File: src/sv/stp_pkg.sv
// Package for the string-to-integer parser: constants, codes, phase type, digit decode.
`default_nettype none
package stp_pkg;

  localparam int WORD_BITS_DEF     = 64;
  localparam int POSITION_BITS_DEF = 16;

  localparam int VALUE_BITS     = 64;
  localparam int INDEX_BITS     = 16;
  localparam int CHAR_BITS      = 8;
  localparam int BASE_BITS      = 6;
  localparam int CFG_DATA_BITS  = 6;
  localparam int CFG_INDEX_BITS = 1;

  typedef enum logic [CFG_INDEX_BITS-1:0] {
    REG_BASE_SELECT = 1'b0,
    REG_SIGNED_MODE = 1'b1
  } cfg_reg_t;

  typedef enum logic [5:0] {
    PH_SPACE    = 6'b000001,
    PH_START    = 6'b000010,
    PH_ZERO     = 6'b000100,
    PH_HEXFIRST = 6'b001000,
    PH_DIGITS   = 6'b010000,
    PH_DONE     = 6'b100000
  } phase_t;

  localparam logic [CHAR_BITS-1:0] CH_NUL   = 8'h00;
  localparam logic [CHAR_BITS-1:0] CH_TAB   = 8'h09;
  localparam logic [CHAR_BITS-1:0] CH_CR    = 8'h0D;
  localparam logic [CHAR_BITS-1:0] CH_SPACE = 8'h20;
  localparam logic [CHAR_BITS-1:0] CH_PLUS  = 8'h2B;
  localparam logic [CHAR_BITS-1:0] CH_MINUS = 8'h2D;
  localparam logic [CHAR_BITS-1:0] CH_ZERO  = 8'h30;
  localparam logic [CHAR_BITS-1:0] CH_NINE  = 8'h39;
  localparam logic [CHAR_BITS-1:0] CH_UP_A  = 8'h41;
  localparam logic [CHAR_BITS-1:0] CH_UP_X  = 8'h58;
  localparam logic [CHAR_BITS-1:0] CH_UP_Z  = 8'h5A;
  localparam logic [CHAR_BITS-1:0] CH_LO_A  = 8'h61;
  localparam logic [CHAR_BITS-1:0] CH_LO_X  = 8'h78;
  localparam logic [CHAR_BITS-1:0] CH_LO_Z  = 8'h7A;

  localparam logic [BASE_BITS-1:0] BASE_AUTO  = 6'd0;
  localparam logic [BASE_BITS-1:0] BASE_ONE   = 6'd1;
  localparam logic [BASE_BITS-1:0] BASE_MIN   = 6'd2;
  localparam logic [BASE_BITS-1:0] BASE_OCT   = 6'd8;
  localparam logic [BASE_BITS-1:0] BASE_DEC   = 6'd10;
  localparam logic [BASE_BITS-1:0] BASE_HEX   = 6'd16;
  localparam logic [BASE_BITS-1:0] BASE_MAX   = 6'd36;
  localparam logic [BASE_BITS-1:0] DIGIT_NONE = 6'd63;
  localparam logic [BASE_BITS-1:0] LETTER_OFS = 6'd10;

  // Digit value of a byte; letters of either case map to 10..35.
  function automatic logic [BASE_BITS-1:0] digit_of(input logic [CHAR_BITS-1:0] c);
    logic [CHAR_BITS-1:0] t;
    logic [BASE_BITS-1:0] d;
    d = DIGIT_NONE;
    if (c >= CH_ZERO && c <= CH_NINE) begin
      t = c - CH_ZERO;
      d = t[BASE_BITS-1:0];
    end else if (c >= CH_LO_A && c <= CH_LO_Z) begin
      t = c - CH_LO_A;
      d = t[BASE_BITS-1:0] + LETTER_OFS;
    end else if (c >= CH_UP_A && c <= CH_UP_Z) begin
      t = c - CH_UP_A;
      d = t[BASE_BITS-1:0] + LETTER_OFS;
    end
    return d;
  endfunction

endpackage
`default_nettype wire

File: src/sv/stp_if.sv
// Stream interfaces: byte input channel and parse result channel.
`default_nettype none
interface stp_char_if;
  logic                           valid;
  logic                           ready;
  logic [stp_pkg::CHAR_BITS-1:0]  char_code;

  modport source (output valid, output char_code, input ready);
  modport sink   (input valid, input char_code, output ready);
endinterface

interface stp_result_if;
  logic                            valid;
  logic                            ready;
  logic [stp_pkg::VALUE_BITS-1:0]  value;
  logic                            out_of_range;
  logic                            converted;
  logic [stp_pkg::INDEX_BITS-1:0]  end_index;

  modport source (output valid, output value, output out_of_range, output converted,
                  output end_index, input ready);
  modport sink   (input valid, input value, input out_of_range, input converted,
                  input end_index, output ready);
endinterface
`default_nettype wire

File: src/sv/stp_accum.sv
// Multiply-accumulate of one digit with limit check against the saturation bound.
`default_nettype none
module stp_accum #(
  parameter int WORD_BITS = stp_pkg::WORD_BITS_DEF
) (
  input  wire logic [WORD_BITS-1:0]          acc,
  input  wire logic [stp_pkg::BASE_BITS-1:0] base,
  input  wire logic [stp_pkg::BASE_BITS-1:0] digit,
  input  wire logic                          signed_mode,
  input  wire logic                          negative,
  output logic      [WORD_BITS-1:0]          acc_next,
  output logic                               over
);
  localparam int EXT_BITS = WORD_BITS + stp_pkg::BASE_BITS;
  localparam logic [WORD_BITS-1:0] SIGN_BIT = {1'b1, {(WORD_BITS-1){1'b0}}};

  logic [WORD_BITS-1:0] limit;
  logic [EXT_BITS-1:0]  prod;
  logic [EXT_BITS-1:0]  sum;

  // acc*base+d > limit is the same test as the cutoff/cutlim pair, no divide.
  always_comb begin
    if (!signed_mode) limit = '1;
    else if (negative) limit = SIGN_BIT;
    else limit = SIGN_BIT - WORD_BITS'(1);
    prod     = EXT_BITS'(acc) * EXT_BITS'(base);
    sum      = prod + EXT_BITS'(digit);
    over     = sum > EXT_BITS'(limit);
    acc_next = sum[WORD_BITS-1:0];
  end
endmodule
`default_nettype wire

File: src/sv/string_to_integer_parser_top.sv
// Top level of the streaming string-to-integer parser.
//
//  channel   dir  beat payload                                   handshake
//  chars     in   char_code[7:0]                                 valid/ready
//  results   out  value[63:0] out_of_range converted end_index   valid/ready
//  cfg       in   cfg_index, cfg_data[5:0]                       cfg_write_en
//
// One byte per cycle sustained. A byte is held in the input register, is parsed
// there against the parse state, and a zero byte then loads the result register.
// The 64x6 digit multiply-add and its limit compare set the cycle time.
// Synchronous reset sets config to its defaults and clears parse state. A zero
// byte waits in the input register only while the result register holds a beat
// not yet taken; other bytes never wait.
`default_nettype none
module string_to_integer_parser_top #(
  parameter int WORD_BITS     = stp_pkg::WORD_BITS_DEF,
  parameter int POSITION_BITS = stp_pkg::POSITION_BITS_DEF
) (
  input  wire logic                                clk,
  input  wire logic                                rst,
  stp_char_if.sink                                 chars,
  stp_result_if.source                             results,
  input  wire logic                                cfg_write_en,
  input  wire logic [stp_pkg::CFG_INDEX_BITS-1:0]  cfg_index,
  input  wire logic [stp_pkg::CFG_DATA_BITS-1:0]   cfg_data
);
  localparam logic [WORD_BITS-1:0] SIGN_BIT = {1'b1, {(WORD_BITS-1){1'b0}}};

  // configuration
  logic [stp_pkg::BASE_BITS-1:0] base_select;
  logic                          signed_mode;

  // input register
  logic                          s1_valid;
  logic [stp_pkg::CHAR_BITS-1:0] s1_char;
  logic                          s1_fire;
  logic                          s1_nul;

  // parse state
  stp_pkg::phase_t               phase, phase_next;
  logic [stp_pkg::BASE_BITS-1:0] active_base, active_base_next;
  logic                          is_negative, is_negative_next;
  logic [WORD_BITS-1:0]          accumulator, accumulator_next;
  logic                          overflowed, overflowed_next;
  logic                          any_digit, any_digit_next;
  logic [POSITION_BITS-1:0]      byte_position, byte_position_next;
  logic [POSITION_BITS-1:0]      end_position, end_position_next;

  // digit path
  logic [stp_pkg::BASE_BITS-1:0] digit;
  logic [stp_pkg::BASE_BITS-1:0] start_base;
  logic [stp_pkg::BASE_BITS-1:0] digit_base;
  logic                          digit_ok;
  logic [WORD_BITS-1:0]          acc_sum;
  logic                          acc_over;
  logic [POSITION_BITS-1:0]      pos_inc;

  // result
  logic                          out_valid;
  logic [WORD_BITS-1:0]          res_word;
  logic [31:0]                   end_wide;

  // ---------------------------------------------------------------- config
  always_ff @(posedge clk) begin
    if (rst) begin
      base_select <= stp_pkg::BASE_AUTO;
      signed_mode <= 1'b1;
    end else if (cfg_write_en) begin
      case (cfg_index)
        stp_pkg::REG_BASE_SELECT: base_select <= cfg_data;
        stp_pkg::REG_SIGNED_MODE: signed_mode <= cfg_data[0];
        default: ;
      endcase
    end
  end

  // ---------------------------------------------------------------- input register
  assign s1_nul      = (s1_char == stp_pkg::CH_NUL);
  // A non-zero byte only updates state; a zero byte needs the result slot.
  assign s1_fire     = s1_valid && (!s1_nul || !out_valid || results.ready);
  assign chars.ready = !s1_valid || s1_fire;

  always_ff @(posedge clk) begin
    if (rst) begin
      s1_valid <= 1'b0;
    end else if (chars.valid && chars.ready) begin
      s1_valid <= 1'b1;
    end else if (s1_fire) begin
      s1_valid <= 1'b0;
    end
  end

  always_ff @(posedge clk) begin
    if (chars.valid && chars.ready) s1_char <= chars.char_code;
  end

  // ---------------------------------------------------------------- digit path
  assign digit      = stp_pkg::digit_of(s1_char);
  assign start_base = (base_select == stp_pkg::BASE_AUTO) ? stp_pkg::BASE_DEC : base_select;
  // Before the number starts the base comes from config, afterwards from state.
  assign digit_base = (phase == stp_pkg::PH_SPACE || phase == stp_pkg::PH_START) ?
                      start_base : active_base;
  assign digit_ok   = (digit_base >= stp_pkg::BASE_MIN) && (digit_base <= stp_pkg::BASE_MAX)
                      && (digit < digit_base);
  assign pos_inc    = (byte_position == '1) ? byte_position
                                            : byte_position + POSITION_BITS'(1);

  stp_accum #(
    .WORD_BITS (WORD_BITS)
  ) u_accum (
    .acc         (accumulator),
    .base        (digit_base),
    .digit       (digit),
    .signed_mode (signed_mode),
    .negative    (is_negative),
    .acc_next    (acc_sum),
    .over        (acc_over)
  );

  // ---------------------------------------------------------------- parse step
  always_comb begin
    logic start;
    logic take;
    start              = 1'b0;
    take               = 1'b0;
    phase_next         = phase;
    active_base_next   = active_base;
    is_negative_next   = is_negative;
    accumulator_next   = accumulator;
    overflowed_next    = overflowed;
    any_digit_next     = any_digit;
    byte_position_next = byte_position;
    end_position_next  = end_position;

    if (s1_fire) begin
      if (s1_nul) begin
        // end of string: clear for the next one, config stays
        phase_next         = stp_pkg::PH_SPACE;
        active_base_next   = stp_pkg::BASE_AUTO;
        is_negative_next   = 1'b0;
        accumulator_next   = '0;
        overflowed_next    = 1'b0;
        any_digit_next     = 1'b0;
        byte_position_next = '0;
        end_position_next  = '0;
      end else begin
        byte_position_next = pos_inc;
        case (phase)
          stp_pkg::PH_SPACE: begin
            if (s1_char == stp_pkg::CH_SPACE ||
                (s1_char >= stp_pkg::CH_TAB && s1_char <= stp_pkg::CH_CR)) begin
            end else if (s1_char == stp_pkg::CH_PLUS || s1_char == stp_pkg::CH_MINUS) begin
              is_negative_next = (s1_char == stp_pkg::CH_MINUS);
              phase_next       = stp_pkg::PH_START;
            end else begin
              start = 1'b1;
            end
          end
          stp_pkg::PH_START: start = 1'b1;
          stp_pkg::PH_ZERO: begin
            if (s1_char == stp_pkg::CH_LO_X || s1_char == stp_pkg::CH_UP_X) begin
              active_base_next = stp_pkg::BASE_HEX;
              phase_next       = stp_pkg::PH_HEXFIRST;
            end else begin
              take = 1'b1;
            end
          end
          stp_pkg::PH_HEXFIRST, stp_pkg::PH_DIGITS: take = 1'b1;
          default: phase_next = stp_pkg::PH_DONE;
        endcase

        if (start) begin
          if (base_select == stp_pkg::BASE_ONE || base_select > stp_pkg::BASE_MAX) begin
            phase_next = stp_pkg::PH_DONE;
          end else if ((base_select == stp_pkg::BASE_AUTO || base_select == stp_pkg::BASE_HEX)
                       && s1_char == stp_pkg::CH_ZERO) begin
            // lone leading zero already counts as a digit
            active_base_next  = (base_select == stp_pkg::BASE_AUTO) ? stp_pkg::BASE_OCT
                                                                    : stp_pkg::BASE_HEX;
            any_digit_next    = 1'b1;
            end_position_next = pos_inc;
            phase_next        = stp_pkg::PH_ZERO;
          end else begin
            active_base_next = start_base;
            take             = 1'b1;
          end
        end

        if (take) begin
          if (digit_ok) begin
            any_digit_next    = 1'b1;
            end_position_next = pos_inc;
            phase_next        = stp_pkg::PH_DIGITS;
            if (!overflowed) begin
              if (acc_over) overflowed_next  = 1'b1;
              else          accumulator_next = acc_sum;
            end
          end else begin
            phase_next = stp_pkg::PH_DONE;
          end
        end
      end
    end
  end

  always_ff @(posedge clk) begin
    if (rst) begin
      phase         <= stp_pkg::PH_SPACE;
      active_base   <= stp_pkg::BASE_AUTO;
      is_negative   <= 1'b0;
      accumulator   <= '0;
      overflowed    <= 1'b0;
      any_digit     <= 1'b0;
      byte_position <= '0;
      end_position  <= '0;
    end else begin
      phase         <= phase_next;
      active_base   <= active_base_next;
      is_negative   <= is_negative_next;
      accumulator   <= accumulator_next;
      overflowed    <= overflowed_next;
      any_digit     <= any_digit_next;
      byte_position <= byte_position_next;
      end_position  <= end_position_next;
    end
  end

  // ---------------------------------------------------------------- result register
  always_comb begin
    if (overflowed) begin
      if (!signed_mode)     res_word = '1;
      else if (is_negative) res_word = SIGN_BIT;
      else                  res_word = SIGN_BIT - WORD_BITS'(1);
    end else begin
      res_word = is_negative ? (WORD_BITS'(0) - accumulator) : accumulator;
    end
  end

  assign end_wide = 32'(end_position);

  always_ff @(posedge clk) begin
    if (rst) begin
      out_valid <= 1'b0;
    end else if (s1_fire && s1_nul) begin
      out_valid <= 1'b1;
    end else if (results.ready) begin
      out_valid <= 1'b0;
    end
  end

  always_ff @(posedge clk) begin
    if (s1_fire && s1_nul) begin
      // signed mode sign-extends from the word width, unsigned zero-extends
      results.value        <= signed_mode ? stp_pkg::VALUE_BITS'($signed(res_word))
                                          : stp_pkg::VALUE_BITS'(res_word);
      results.out_of_range <= overflowed;
      results.converted    <= any_digit;
      if (!any_digit)                results.end_index <= '0;
      else if (end_wide > 32'hFFFF)  results.end_index <= '1;
      else                           results.end_index <= end_wide[stp_pkg::INDEX_BITS-1:0];
    end
  end

  assign results.valid = out_valid;

endmodule
`default_nettype wire

File: src/flat_wrapper.sv
// flat-port wrapper written by rule: the top's interface ports become plain ports
module string_to_integer_parser_top_flat 
#(
  parameter int WORD_BITS     = stp_pkg::WORD_BITS_DEF,
  parameter int POSITION_BITS = stp_pkg::POSITION_BITS_DEF
)
  (clk, rst, cfg_write_en, cfg_index, cfg_data, chars_valid, chars_char_code, chars_ready, results_valid, results_value, results_out_of_range, results_converted, results_end_index, results_ready);
  stp_char_if chars_i ();
  stp_result_if results_i ();
  input  wire logic clk;
  input  wire logic rst;
  input  wire logic cfg_write_en;
  input  wire logic [stp_pkg::CFG_INDEX_BITS-1:0] cfg_index;
  input  wire logic [stp_pkg::CFG_DATA_BITS-1:0] cfg_data;
  input wire logic [$bits(chars_i.valid)-1:0] chars_valid;
  input wire logic [$bits(chars_i.char_code)-1:0] chars_char_code;
  output wire logic [$bits(chars_i.ready)-1:0] chars_ready;
  output wire logic [$bits(results_i.valid)-1:0] results_valid;
  output wire logic [$bits(results_i.value)-1:0] results_value;
  output wire logic [$bits(results_i.out_of_range)-1:0] results_out_of_range;
  output wire logic [$bits(results_i.converted)-1:0] results_converted;
  output wire logic [$bits(results_i.end_index)-1:0] results_end_index;
  input wire logic [$bits(results_i.ready)-1:0] results_ready;
  assign chars_i.valid = chars_valid;
  assign chars_i.char_code = chars_char_code;
  assign chars_ready = chars_i.ready;
  assign results_valid = results_i.valid;
  assign results_value = results_i.value;
  assign results_out_of_range = results_i.out_of_range;
  assign results_converted = results_i.converted;
  assign results_end_index = results_i.end_index;
  assign results_i.ready = results_ready;
  string_to_integer_parser_top #(.WORD_BITS(WORD_BITS), .POSITION_BITS(POSITION_BITS)) u_core (.clk(clk), .rst(rst), .chars(chars_i), .results(results_i), .cfg_write_en(cfg_write_en), .cfg_index(cfg_index), .cfg_data(cfg_data));
endmodule
File: config.mk
export PLATFORM = sky130hd
export DESIGN_NAME = string_to_integer_parser_top_flat
export DESIGN_NICKNAME = d
export VERILOG_FILES = /design/src/sv/stp_pkg.sv /design/src/sv/stp_if.sv /design/src/sv/stp_accum.sv /design/src/sv/string_to_integer_parser_top.sv /design/src/flat_wrapper.sv
export SDC_FILE = /design/constraint.sdc
export NUM_CORES = 2
export LEC_CHECK = 0
export BUFFER_PORTS_ARGS = -buffer_cell sky130_fd_sc_hd__buf_2
export CAP_MARGIN = 10
export CORE_MARGIN = 5
export CORE_UTILIZATION = 50
export DETAILED_ROUTE_END_ITERATION = 12
export GPL_ROUTABILITY_DRIVEN = 0
export GPL_TIMING_DRIVEN = 0
export PLACE_DENSITY = 0.69
export RECOVER_POWER = 50
export SKIP_LAST_GASP = 1
export SYNTH_ARGS = -nofsm -noshare
export SYNTH_HDL_FRONTEND = slang
export SYNTH_SLANG_ARGS = --single-unit
File: constraint.sdc
create_clock -name clk -period 8.95 [get_ports clk]
set_input_delay 0.895 -clock clk [delete_from_list [all_inputs] [get_ports clk]]
set_output_delay 0.895 -clock clk [all_outputs]
set_load 0.005 [all_outputs]
==> summary.md <==
| Metric | Value |
|---|---|
| Status | `finished with violations` |
| Failing checks | `max-capacitance violations, max-slew violations, negative setup slack` |
| Top post-synthesis cells by count | `nand2_1, inv_1, and2_1` |
| Total GRT Usage | `0.291` |
| Pwr/cell area | `87.6 nW/µm²` |
| Leak | `14.0 nW` |
| CP max stage delay | `0.57 ns` |
| Clock Pin Slew Worst Setup and Hold Paths | `0.06 ns` |
| Top-Level Pins | `104` |
| Worst hold path class | `flop to flop` |
| GRT overflow | `0` |
| HP Start | `u_core.end_position[13]` |
| Sw frac | `0.297` |
| Main synth FF type | `dfxtp_1` |
| Cell variety after synth | `87` |
| Largest net degree at the start of global routing | `38` |
| Endpoints failing hold | `0` |
| Crit-path max FO | `10` |
| #FFs+latches synth | `210` |
| Top-count cell post-synth | `nand2_1` |
| Synth warn | `0` |
| Clk_skew | `0.0257 ns` |
| Slew margin rel. | `-0.526` |
| Post-DRT Antenna Nets | `0` |
| Finish-stage setup viols | `65` |
| Crit path kind | `flop to flop` |
| Placed cells | `3733` |
| Num rows | `82` |
| Combinational share of power | `0.159` |
| Vias in the first global route | `23.8k` |
| Initial antenna violation count | `0` |
| Sequential Power Share | `0.382` |
| Hold endpoint | `u_core.end_position[13]` |
| Vias per inst | `6.16` |
| Number of remaining DRC errors | `0` |
| CP most frequent cell | `fa_1` |
| Syn Inst Count | `2954` |
| Number of sinks driven by the clock tree | `210` |
| Sw Pwr | `0.790 mW` |
| TritonCTS clock tree | `yes` |
| EDFF count, synth | `90` |
| Max-capacitance violation count | `1` |
| Fin crit share | `1.05` |
| Critical Path End Type | `flop` |
| Final Routed Wirelength | `85300 µm` |
| Die Y | `236 µm` |
| Syn avg cell area | `8.65 µm²` |
| Die width | `236 µm` |
| Post-Syn Area | `25600 µm²` |
| Die Area | `55700 µm²` |
| Initial core utilization | `0.507` |
| Worst reg2reg path depth | `35` |
| Crit path required time | `9.42 ns` |
| DP Worst Slack | `-2.25 ns` |
| Design area | `30300 µm²` |
| Inserted Clock Buffers | `27` |
| Slowest CP cell | `or4_4` |
| # fillers | `4225` |
| Critical Path AT | `9.82 ns` |
| CTS H-tree lvls | `1` |
| Hold path depth | `2` |
| Final Worst Setup Slack | `-0.403 ns` |
| Non-Filler Instances | `3840` |
| Tot Pwr | `2.66 mW` |
| Final min period | `9.35 ns` |
| Via count | `23.6k` |
| Slew Limit Fails | `25` |
| Layout cells sized above 1 | `0.160` |
| WL per Instance | `22.2 µm` |
| Initial DRT Pass Iterations | `6` |
| CTS root buf | `clkbuf_16` |
| HPWL after DPL | `62800 µm` |
| Clock Power Share | `0.459` |
| Clock tree buffer depth | `3` |
| Reg-to-Reg Start | `u_core.phase[2]` |
| Global-route wire length before repair | `131000 µm` |
| Top-area cell type share of the netlist area | `0.197` |
| Layout area overhead | `18.6%` |
| Area contributors post-synth | `fa_1, ha_1, edfxtp_1` |
| Peak supply drop | `0.132 mV` |
| R2R Setup Slk | `-0.40 ns` |
| Worst-Skew Late Latency | `0.60 ns` |
| Async set-reset flop share out of synthesis | `0` |
| Nets@finish | `3646` |
| RSZ-0062 raised after global routing | `yes` |
| Net count after synthesis | `3453` |
| Seq/Total Area, Yosys | `0.200` |
| Cell area after placement | `27000 µm²` |
| F_max | `107 MHz` |
| Yosys top cell by area | `fa_1` |
| Buffers on Ports | `103` |
| Core area | `50400 µm²` |
| Worst Setup Start Kind | `flop` |
| Starting DRT DRC Count | `2553` |
| Worst Max-Slew Pin Slew | `2.28 ns` |
| Reg2reg end | `u_core.accumulator[12]` |
| Internal Power | `1.87 mW` |
## through the flow
| step | setup TNS, ns | util | hold WS, ns |
|---|---|---|---|
| after floorplan | 0 | - | 0.432 |
| after global placement | -140.54 | 0.535 | 0.450 |
| after detailed placement | -143.93 | 0.537 | 0.457 |
| after CTS | -17.26 | 0.586 | 0.465 |
| after global routing | -35.80 | 0.602 | 0.469 |
| final | -23.77 | 0.602 | 0.461 |
## registers in the layout, indices dropped and copies added (netlist names), 6 cells and up
name,flops
u_core.byte_position,16
u_core.results.value,64
u_core.s1_char,8
u_core.end_position,16
u_core.accumulator,64
u_core.active_base,6
u_core.base_select,6
u_core.results.end_index,16
u_core.phase,6
## placed cells by master (no fill, tap or decap), types with 26 or more instances in the layout
| cell type | count |
|---|---|
| a21oi_1 | 162 |
| edfxtp_1 | 90 |
| nor3_1 | 37 |
| nor2_1 | 174 |
| ha_1 | 168 |
| dfxtp_1 | 118 |
| buf_2 | 52 |
| xor2_1 | 54 |
| o21ai_0 | 86 |
| clkbuf_16 | 37 |
| inv_1 | 268 |
| a21o_1 | 27 |
| a211oi_1 | 26 |
| nand3_1 | 48 |
| clkbuf_1 | 161 |
| buf_4 | 61 |
| ha_4 | 49 |
| nand4_1 | 42 |
| fa_1 | 250 |
| nand2_1 | 350 |
| o22ai_2 | 61 |
| xnor2_1 | 44 |
| and2_1 | 241 |
## logic make-up after synthesis
| logic type | Yosys count | share of synthesized area |
|---|---|---|
| buf+inv | 467 | 0.0731 |
| flops | 210 | 0.200 |
| mux | 19 | 0.00813 |
| xor+xnor | 105 | 0.0360 |
| simple gates | 1061 | 0.207 |
| compound gates | 613 | 0.168 |
| fa+ha+maj | 479 | 0.309 |
## power groups by stage
stage	registers [mW]	clock network, mW	logic (mW)
2_1_floorplan	1.03	0	0.218
3_3_place_gp	1.03	0	0.335
3_5_place_dp	1.03	0	0.345
4_1_cts	1.01	1.22	0.392
5_1_grt	1.02	1.26	0.444
6_report	1.02	1.22	0.423
## routing by layer
| metal | track usage | vias up | routed length [µm] |
|---|---|---|---|
| li1 | - | 10451 | - |
| met4 | 0.129 | 0 | 4480 |
| met2 | 0.465 | 1325 | 38400 |
| met1 | 0.395 | 11564 | 34300 |
| met5 | 0 | - | 0 |
| met3 | 0.0404 | 301 | 8080 |
## critical path, delay by kind of cell (launching register included)
family / cells / cell delay [ns]
AO/OA/AOI/OAI: 13 / 2.49
buffers and inverters: 6 / 0.94
adder cells (fa/ha/maj): 6 / 2.50
AND/OR/NAND/NOR: 9 / 2.53
flip-flops: 1 / 0.34
multiplexers: 1 / 0.34
## worst max path at each step
stage	from	to	slack, ns	cells past startpoint
final	u_core.phase[2]	u_core.accumulator[12]	-0.40	35
after floorplan	u_core.phase[2]	u_core.accumulator[21]	0.04	39
after CTS	u_core.phase[2]	u_core.accumulator[39]	-0.29	38
after global placement	u_core.phase[2]	u_core.accumulator[39]	-2.20	36
after global routing	u_core.phase[2]	u_core.accumulator[37]	-0.58	36
after detailed placement	u_core.phase[2]	u_core.accumulator[39]	-2.25	36
## cell type report
class	instances	area [µm²]	share of cell area
multi-input cells	2283	20100	0.662
well taps	672	841	0.0277
clock buffers	32	716	0.0236
inverters	275	1030	0.0341
flip-flops and latches	210	5110	0.169
plain buffers	169	1010	0.0333
repair buffers	181	1290	0.0425
diodes	2	5.00	0.000165
clock inverters	16	250	0.00826
## what timing repair did
action	CTS	global route
buffers inserted	48	18
endpoints found under the setup margin	65	65
hold buffers	0	0
resized for setup	236	120
pin swaps	59	62
cloned	8	6
Note: power is estimated with default switching activity, not from simulation.
